===== config.mk =====
export PLATFORM = sky130hd
export DESIGN_NAME = meter_spi_command_framer
export DESIGN_NICKNAME = d
export VERILOG_FILES = /design/src/mscf_pkg.sv /design/src/mscf_front.sv /design/src/mscf_fifo.sv /design/src/mscf_back.sv /design/src/meter_spi_command_framer.sv
export SDC_FILE = /design/constraint.sdc
export NUM_CORES = 1
export LEC_CHECK = 0
export BUFFER_PORTS_ARGS = -buffer_cell sky130_fd_sc_hd__buf_2
export CAP_MARGIN = 20
export CORE_ASPECT_RATIO = 0.5
export CORE_MARGIN = 2
export CORE_UTILIZATION = 60
export CTS_CLUSTER_DIAMETER = 120
export DETAILED_ROUTE_END_ITERATION = 6
export HOLD_SLACK_MARGIN = 0.12
export PLACE_DENSITY = 0.81
export SYNTH_ARGS = -nofsm -noshare
export SYNTH_HDL_FRONTEND = slang
export SYNTH_HIERARCHICAL = 1
export SYNTH_SLANG_ARGS = --single-unit

===== constraint.sdc =====
create_clock -name clk_i -period 6.1 [get_ports clk_i]
set_input_delay 0 -clock clk_i [delete_from_list [all_inputs] [get_ports clk_i]]
set_output_delay 0 -clock clk_i [all_outputs]
set_load 0.01 [all_outputs]

===== src/mscf_pkg.sv =====
// Shared types, constants and helpers of the meter command framer.
// No dependencies; every module of the block imports this package.
`default_nettype none
package mscf_pkg;

  localparam int unsigned S_TDATA_W = 40;
  localparam int unsigned S_TUSER_W = 3;
  localparam int unsigned M_TDATA_W = 40;
  localparam int unsigned M_TUSER_W = 1;

  localparam int unsigned MAX_BYTES = 6;
  localparam int unsigned IDX_W     = $clog2(MAX_BYTES);
  localparam int unsigned NB_W      = $clog2(MAX_BYTES + 1);

  localparam int unsigned Q_DEPTH = 2;
  localparam int unsigned PTR_W   = (Q_DEPTH > 1) ? $clog2(Q_DEPTH) : 1;
  localparam int unsigned CNT_W   = $clog2(Q_DEPTH + 1);

  localparam logic [7:0] OP_WRITE  = 8'h40;
  localparam logic [7:0] OP_PAGE   = 8'h80;
  localparam logic [7:0] OP_INSTR  = 8'hC0;
  localparam logic [7:0] BYTE_FILL = 8'hFF;
  localparam logic [7:0] BYTE_ZERO = 8'h00;

  localparam logic [1:0] RX_DATA_LAST = 2'd2;

  localparam logic KIND_TX   = 1'b0;
  localparam logic KIND_DONE = 1'b1;

  typedef enum logic [2:0] {
    CMD_WRITE = 3'd0,
    CMD_READ  = 3'd1,
    CMD_PAGE  = 3'd2,
    CMD_INSTR = 3'd3,
    CMD_RX    = 3'd4
  } cmd_e;

  typedef struct packed {
    logic                            kind;
    logic [NB_W-1:0]                 nbytes;
    logic [MAX_BYTES-1:0][7:0]       bytes;
    logic [23:0]                     value;
    logic                            status;
  } desc_t;

  typedef struct packed {
    logic full;
    logic empty;
  } q_stat_t;

  function automatic logic [7:0] sum3(input logic [23:0] v);
    sum3 = v[23:16] + v[15:8] + v[7:0];
  endfunction

endpackage
`default_nettype wire


===== src/mscf_front.sv =====
// Front end: accepts requests and received bytes, tracks the pending read
// and builds a frame descriptor per request and a completion descriptor per finished read. Uses mscf_pkg.
`default_nettype none
module mscf_front (
  input  wire                            clk_i,
  input  wire                            rst_ni,
  input  wire                            cfg_we_i,
  input  wire                            cfg_wdata_i,
  input  wire                            s_axis_tvalid_i,
  output logic                           s_axis_tready_o,
  // target[5:0], write_data[29:6], rx_byte[37:30], zero pad
  input  wire  [mscf_pkg::S_TDATA_W-1:0] s_axis_tdata_i,
  // command[2:0]
  input  wire  [mscf_pkg::S_TUSER_W-1:0] s_axis_tuser_i,
  input  mscf_pkg::q_stat_t              stat_i,
  output logic                           push_o,
  output mscf_pkg::desc_t                desc_o
);
  import mscf_pkg::*;

  logic        cs_q;
  logic        pend_q, pend_d;
  logic [1:0]  cnt_q, cnt_d;
  logic [23:0] acc_q, acc_d;
  logic        emit;
  logic        s_xfer;
  cmd_e        cmd;
  logic [7:0]  tgt8;
  logic [23:0] data;
  logic [7:0]  rx;
  logic [23:0] shifted;

  assign cmd     = cmd_e'(s_axis_tuser_i);
  assign tgt8    = {2'b00, s_axis_tdata_i[5:0]};
  assign data    = s_axis_tdata_i[29:6];
  assign rx      = s_axis_tdata_i[37:30];
  assign shifted = {acc_q[15:0], rx};

  assign s_axis_tready_o = !stat_i.full;
  assign s_xfer          = s_axis_tvalid_i && s_axis_tready_o;
  assign push_o          = s_xfer && emit;

  always_comb begin
    desc_o = '0;
    emit   = 1'b0;
    pend_d = pend_q;
    cnt_d  = cnt_q;
    acc_d  = acc_q;
    unique case (cmd)
      CMD_WRITE: begin
        pend_d          = 1'b0;
        cnt_d           = '0;
        acc_d           = '0;
        emit            = 1'b1;
        desc_o.kind     = KIND_TX;
        desc_o.bytes[0] = OP_WRITE | tgt8;
        desc_o.bytes[1] = data[23:16];
        desc_o.bytes[2] = data[15:8];
        desc_o.bytes[3] = data[7:0];
        desc_o.bytes[4] = ~sum3(data);
        desc_o.nbytes   = cs_q ? NB_W'(5) : NB_W'(4);
      end
      CMD_READ: begin
        pend_d          = 1'b1;
        cnt_d           = '0;
        acc_d           = '0;
        emit            = 1'b1;
        desc_o.kind     = KIND_TX;
        desc_o.bytes    = {MAX_BYTES{BYTE_FILL}};
        desc_o.bytes[0] = tgt8;
        if (cs_q) begin
          desc_o.bytes[1] = ~tgt8;
          desc_o.nbytes   = NB_W'(6);
        end else begin
          desc_o.nbytes   = NB_W'(4);
        end
      end
      CMD_PAGE, CMD_INSTR: begin
        pend_d          = 1'b0;
        cnt_d           = '0;
        acc_d           = '0;
        emit            = 1'b1;
        desc_o.kind     = KIND_TX;
        desc_o.bytes[0] = ((cmd == CMD_PAGE) ? OP_PAGE : OP_INSTR) | tgt8;
        desc_o.bytes[1] = ~tgt8;
        desc_o.nbytes   = cs_q ? NB_W'(2) : NB_W'(1);
      end
      CMD_RX: begin
        if (pend_q) begin
          if (cnt_q <= RX_DATA_LAST) begin
            acc_d = shifted;
            cnt_d = cnt_q + 2'd1;
            if (cnt_q == RX_DATA_LAST && !cs_q) begin
              emit          = 1'b1;
              desc_o.kind   = KIND_DONE;
              desc_o.nbytes = NB_W'(1);
              desc_o.value  = shifted;
              desc_o.status = 1'b0;
              pend_d        = 1'b0;
              cnt_d         = '0;
            end
          end else begin
            emit          = 1'b1;
            desc_o.kind   = KIND_DONE;
            desc_o.nbytes = NB_W'(1);
            desc_o.value  = acc_q;
            desc_o.status = cs_q && (rx != ~sum3(acc_q));
            pend_d        = 1'b0;
            cnt_d         = '0;
          end
        end
      end
      default: begin
      end
    endcase
  end

  always_ff @(posedge clk_i or negedge rst_ni) begin
    if (!rst_ni) begin
      cs_q   <= 1'b0;
      pend_q <= 1'b0;
      cnt_q  <= '0;
      acc_q  <= '0;
    end else begin
      if (cfg_we_i) begin
        cs_q <= cfg_wdata_i;
      end
      if (s_xfer) begin
        pend_q <= pend_d;
        cnt_q  <= cnt_d;
        acc_q  <= acc_d;
      end
    end
  end

endmodule
`default_nettype wire


===== src/mscf_fifo.sv =====
// Short descriptor queue between the front end and the byte serialiser.
// Uses mscf_pkg for the descriptor type and depth.
`default_nettype none
module mscf_fifo (
  input  wire                clk_i,
  input  wire                rst_ni,
  input  wire                push_i,
  input  mscf_pkg::desc_t    desc_i,
  input  wire                pop_i,
  output mscf_pkg::desc_t    head_o,
  output mscf_pkg::q_stat_t  stat_o
);
  import mscf_pkg::*;

  desc_t             mem_q [Q_DEPTH];
  logic [PTR_W-1:0]  wr_q, rd_q;
  logic [CNT_W-1:0]  count_q;

  assign head_o       = mem_q[rd_q];
  assign stat_o.full  = (count_q == CNT_W'(Q_DEPTH));
  assign stat_o.empty = (count_q == '0);

  function automatic logic [PTR_W-1:0] ptr_next(input logic [PTR_W-1:0] p);
    ptr_next = (p == PTR_W'(Q_DEPTH - 1)) ? '0 : p + PTR_W'(1);
  endfunction

  always_ff @(posedge clk_i) begin
    if (push_i) begin
      mem_q[wr_q] <= desc_i;
    end
  end

  always_ff @(posedge clk_i or negedge rst_ni) begin
    if (!rst_ni) begin
      wr_q    <= '0;
      rd_q    <= '0;
      count_q <= '0;
    end else begin
      if (push_i) begin
        wr_q <= ptr_next(wr_q);
      end
      if (pop_i) begin
        rd_q <= ptr_next(rd_q);
      end
      if (push_i && !pop_i) begin
        count_q <= count_q + CNT_W'(1);
      end else if (pop_i && !push_i) begin
        count_q <= count_q - CNT_W'(1);
      end
    end
  end

`ifndef SYNTH
  a_no_push_full: assert property (@(posedge clk_i) disable iff (!rst_ni)
    push_i |-> !stat_o.full) else $error("push into full queue");
  a_no_pop_empty: assert property (@(posedge clk_i) disable iff (!rst_ni)
    pop_i |-> !stat_o.empty) else $error("pop from empty queue");
  a_count_up: assert property (@(posedge clk_i) disable iff (!rst_ni)
    (push_i && !pop_i) |=> count_q == $past(count_q) + CNT_W'(1))
    else $error("queue count did not advance on push");
`endif

endmodule
`default_nettype wire


===== src/mscf_back.sv =====
// Back end: serialises the queue head into output transfers, one byte or
// one read completion per transfer. Uses mscf_pkg.
`default_nettype none
module mscf_back (
  input  wire                            clk_i,
  input  wire                            rst_ni,
  input  mscf_pkg::desc_t                head_i,
  input  mscf_pkg::q_stat_t              stat_i,
  output logic                           pop_o,
  output logic                           m_axis_tvalid_o,
  input  wire                            m_axis_tready_i,
  // tx_byte[7:0], read_value[31:8], status[32], zero pad
  output logic [mscf_pkg::M_TDATA_W-1:0] m_axis_tdata_o,
  // kind[0]
  output logic [mscf_pkg::M_TUSER_W-1:0] m_axis_tuser_o,
  output logic                           m_axis_tlast_o
);
  import mscf_pkg::*;

  logic [IDX_W-1:0] idx_q, idx_d;
  logic             last;
  logic             m_xfer;
  logic [7:0]       cur_byte;

  assign m_axis_tvalid_o = !stat_i.empty;
  assign m_xfer          = m_axis_tvalid_o && m_axis_tready_i;
  assign last            = (NB_W'(idx_q) + NB_W'(1) == head_i.nbytes);
  assign pop_o           = m_xfer && last;
  assign cur_byte        = head_i.bytes[idx_q];

  always_comb begin
    m_axis_tuser_o = M_TUSER_W'(head_i.kind);
    if (head_i.kind == KIND_DONE) begin
      m_axis_tdata_o = {7'b0, head_i.status, head_i.value, BYTE_ZERO};
      m_axis_tlast_o = 1'b0;
    end else begin
      m_axis_tdata_o = {8'b0, 24'b0, cur_byte};
      m_axis_tlast_o = last;
    end
  end

  always_comb begin
    idx_d = idx_q;
    if (pop_o) begin
      idx_d = '0;
    end else if (m_xfer) begin
      idx_d = idx_q + IDX_W'(1);
    end
  end

  always_ff @(posedge clk_i or negedge rst_ni) begin
    if (!rst_ni) begin
      idx_q <= '0;
    end else begin
      idx_q <= idx_d;
    end
  end

endmodule
`default_nettype wire


===== src/meter_spi_command_framer.sv =====
// Top level of the meter serial command framer: front end, descriptor queue
// and byte serialiser. Uses mscf_pkg, mscf_front, mscf_fifo and mscf_back.
//
// channel    direction  handshake                        payload
// s_axis     in         s_axis_tvalid_i/s_axis_tready_o  tuser command, tdata operands
// m_axis     out        m_axis_tvalid_o/m_axis_tready_i  tuser kind, tdata byte/value
// cfg        in         cfg_we_i                         cfg_wdata_i checksum enable
//
// An input transfer is taken every cycle while the two-entry queue has room.
// The serialiser sends one output transfer a cycle while m_axis_tready_i is high:
// one per frame byte (one to six bytes) and one per read completion.
// Reset clears the queue, the pending read and the checksum enable.
// A stalled output holds its transfer; the front end keeps filling the queue.
`default_nettype none
module meter_spi_command_framer (
  input  wire                            clk_i,
  input  wire                            rst_ni,
  input  wire                            cfg_we_i,
  input  wire                            cfg_wdata_i,
  input  wire                            s_axis_tvalid_i,
  output logic                           s_axis_tready_o,
  // target[5:0], write_data[29:6], rx_byte[37:30], zero pad
  input  wire  [mscf_pkg::S_TDATA_W-1:0] s_axis_tdata_i,
  // command[2:0]
  input  wire  [mscf_pkg::S_TUSER_W-1:0] s_axis_tuser_i,
  output logic                           m_axis_tvalid_o,
  input  wire                            m_axis_tready_i,
  // tx_byte[7:0], read_value[31:8], status[32], zero pad
  output logic [mscf_pkg::M_TDATA_W-1:0] m_axis_tdata_o,
  // kind[0]
  output logic [mscf_pkg::M_TUSER_W-1:0] m_axis_tuser_o,
  output logic                           m_axis_tlast_o
);
  import mscf_pkg::*;

  desc_t   push_desc;
  desc_t   head;
  q_stat_t stat;
  logic    push;
  logic    pop;

  mscf_front u_front (
    .clk_i           (clk_i),
    .rst_ni          (rst_ni),
    .cfg_we_i        (cfg_we_i),
    .cfg_wdata_i     (cfg_wdata_i),
    .s_axis_tvalid_i (s_axis_tvalid_i),
    .s_axis_tready_o (s_axis_tready_o),
    .s_axis_tdata_i  (s_axis_tdata_i),
    .s_axis_tuser_i  (s_axis_tuser_i),
    .stat_i          (stat),
    .push_o          (push),
    .desc_o          (push_desc)
  );

  mscf_fifo u_fifo (
    .clk_i  (clk_i),
    .rst_ni (rst_ni),
    .push_i (push),
    .desc_i (push_desc),
    .pop_i  (pop),
    .head_o (head),
    .stat_o (stat)
  );

  mscf_back u_back (
    .clk_i           (clk_i),
    .rst_ni          (rst_ni),
    .head_i          (head),
    .stat_i          (stat),
    .pop_o           (pop),
    .m_axis_tvalid_o (m_axis_tvalid_o),
    .m_axis_tready_i (m_axis_tready_i),
    .m_axis_tdata_o  (m_axis_tdata_o),
    .m_axis_tuser_o  (m_axis_tuser_o),
    .m_axis_tlast_o  (m_axis_tlast_o)
  );

endmodule
`default_nettype wire


==> out/results.ini <==
[hold_path]
hold_end=u_front/cnt_q[1]$_DFFE_PN0P_
min_path_cells=2
hp-class=input port to register
min_from=s_axis_tuser_i[2]

[setup_path]
crit_required_ns=6.15
rr_endpoint=u_fifo/count_q[1]$_DFFE_PN0P_
crit_chain=dlygate4sd3_1 > buf_2 > nor2_4 > and2_1 > nand2_4 > or2_1 > a21oi_2 > nor2b_4 > buf_4
arrival_ns=3.83
crit_family=simple AND/OR/NAND/NOR gates
worstSetupStartpointType=input port
worst_setup_path_end_kind=register
crit_slowest_cell=and2_1
crit_buf_inv=3
rr_startpoint=u_fifo/rd_q$_DFFE_PN0P_
reg2regPathDepth=9
worstSetupPathType=input port to register
crit_fanout=64
cp.depth=9
ff2ff_setup_slack_ns=2.91
cpPeakStageDelay_ns=0.85

[floorplan]
core_um2=15500
die-area_um2=16900
die_width_um=182
die_y_um=93.0
initial_core_util=0.615
io_pins=93
fp-row-count=32

[power_and_ir_drop]
pwr_density_cell_nw_per_um2=376
power_w=0.00412
vdd_drop_max_v=0.000266
p_leak_nw=4.27

[cells_and_area]
insertedDiodeCount=0
layout-drive-gt1-share=0.266
area_growth_pct=15.1
fin_nets=881

[synth]
yosysMostFrequentCell=edfxtp_1
syn_area_um2=9500
synth_warnings=6
syn_avg_cell_area_um2=13.6
synth-edff-count=154
synth.top_cells.by_count=edfxtp_1 (154), nand2_1 (64), mux2_2 (57), dfrtp_1 (35), o21ai_0 (33)
synth_flop_cell=edfxtp_1
yosys-top-cells-area=edfxtp_1 (49%), dfrtp_1 (9.2%), mux2_2 (6.8%)
synth_compound_area_frac=0.0853
synth_seq_area_share=0.579
synth_top_family_by_area=multiplexers
netlist.area_leader.share=0.487
syn_inst=698
async_reset_ff_frac=0.185
synthSimpleGateAreaFrac=0.0761
yosysTopAreaCell=edfxtp_1
ys_seq_elements=189
synth.distinct_cells=54
synth_xor_area_frac=0.0301
synthAdderAreaFrac=0.0521
synthMuxAreaShare=0.128

[clock_network]
clkSinkCount=189
cts_inserted_buffers=17
clk_latency_ns=0.43
cts_htree_levels=4
cts_tree=built
cts_buffer_depth=2
clkTransAtPathRegs_ns=0.06
cts-root-buf=clkbuf_16

[sta]
period_minus_slack_ns=3.77
finalSetupViolations=0
slew_violations=0
hold_ws_ns=0.177
max_freq_mhz=265
fin_worst_skew_ns=0.0107
post-route-period-util=0.619
finalHoldViolCount=0
fin_setup_tns_ns=0
setup_ws_ns=2.33
rsz0062_at_grt=false
relSlewSlack=0.299
tightest_slew_ns=1.05

[detailed_routing]
routed_wirelength_um=19100
viasPerCell=5.74
route.detailed.drc=0
ant_nets=0
drtIter0Drc=559
wl_per_cell_um=18.8
first_pass_iters=7
vias=5854

[global_route]
grtUsageMet1=0.303
grt_max_degree=78
grt_first_pass_wirelength_um=30100
grt_pass1_vias=5967
antenna_found_initial=0
grt-busiest-layer=met2
track_usage=0.236
overflow=0
gr-usage-met2=0.414
met3_usage=0.0460

[place]
routabilityCongestion=0.822
place.port_buffers=83
place_ws_ns=2.32
dpl.hpwl_um=11700

[outcome]
outcome=finished, final reports clean

[flow_run]
drv_cap=0

metal layers:
metal | wire [µm] | vias to the layer above
met5 | 0 | -
met4 | 330 | 0
met3 | 792 | 25
met2 | 9690 | 176
met1 | 8310 | 2945
li1 | - | 2708
power by group:
part / internal [W] / switching, W
sequential: 0.00159 / 0.000124
clock: 0.000574 / 0.000506
combinational: 0.000649 / 0.000677
total: 0.00281 / 0.00131
worst max-delay path by stage:
stage	to	slack (ns)	from
after floorplan	u_fifo/mem_q[0][0]$_DFFE_PP_	0.99	u_front/cs_q$_DFFE_PN0P_
after global placement	u_fifo/mem_q[0][29]$_DFFE_PP_	2.39	s_axis_tuser_i[2]
after detailed placement	u_fifo/mem_q[0][37]$_DFFE_PP_	2.32	s_axis_tuser_i[2]
after CTS	u_fifo/mem_q[0][67]$_DFFE_PP_	2.37	s_axis_tuser_i[1]
after global routing	u_fifo/mem_q[0][32]$_DFFE_PP_	2.07	s_axis_tuser_i[1]
final	u_fifo/mem_q[0][15]$_DFFE_PP_	2.33	s_axis_tuser_i[1]
timing repair:
action | in CTS | in global routing
hold endpoints to repair | 132 | 0
gates resized for setup | 0 | 0
setup buffers | 0 | 0
hold buffers | 44 | 0
area by class of cell:
type | count | area [µm²]
tap | 204 | 255
timing repair buffer | 135 | 936
inverter | 30 | 113
clock inverter | 13 | 133
multi-input combinational | 429 | 3560
sequential | 189 | 5500
clock buffer | 19 | 433
fill | 1002 | 4520
registers in the layout (all words and copies together), names as in the netlist:
name / flops
u_fifo/mem_q: 154
u_front/cnt_q: 2
u_front/cs_q: 1
u_back/idx_q: 3
u_fifo/rd_q: 1
u_front/acc_q: 24
u_front/pend_q: 1
u_fifo/count_q: 2
u_fifo/wr_q: 1
worst reg2reg max path, delay by kind of cell (launching register included):
| family | cells | cell delay, ns |
|---|---|---|
| buffers and inverters | 2 | 0.82 |
| AND/OR/NAND/NOR | 3 | 0.60 |
| flip-flops | 1 | 0.55 |
| multiplexers | 1 | 0.47 |
| XOR/XNOR | 2 | 0.38 |
| adder cells (fa/ha/maj) | 1 | 0.30 |
per-stage QoR:
step / area, µm² / cells / util
5_1_grt: 10900 / 1019 / 0.708
4_1_cts: 10900 / 1018 / 0.706
3_3_place_gp: 9900 / 942 / 0.641
6_report: 10900 / 1019 / 0.708
2_1_floorplan: 9530 / 704 / -
3_5_place_dp: 9900 / 942 / 0.641
cell usage in the layout (no fill, tap or decap), drive strengths merged, types with 16 or more instances in the layout:
| cell | instances |
|---|---|
| dfrtp | 35 |
| mux2 | 77 |
| o21a | 17 |
| buf | 91 |
| clkbuf | 19 |
| o21ai | 34 |
| and2 | 28 |
| xnor2 | 18 |
| edfxtp | 154 |
| fa | 16 |
| a22o | 22 |
| nor2 | 19 |
| dlygate4sd3 | 44 |
| nand2 | 65 |
| inv | 36 |
cell families (layout without fill, tap and decap cells):
kind of cell | after synthesis | in the layout
AO/OA/AOI/OAI | 120 | 120
other | 1 | 7
AND/OR/NAND/NOR | 147 | 147
flip-flops | 189 | 189
buffers and inverters | 86 | 197
multiplexers | 94 | 94
XOR/XNOR | 31 | 31
adder cells (fa/ha/maj) | 30 | 30
Note: power is estimated with default switching activity, not from simulation.
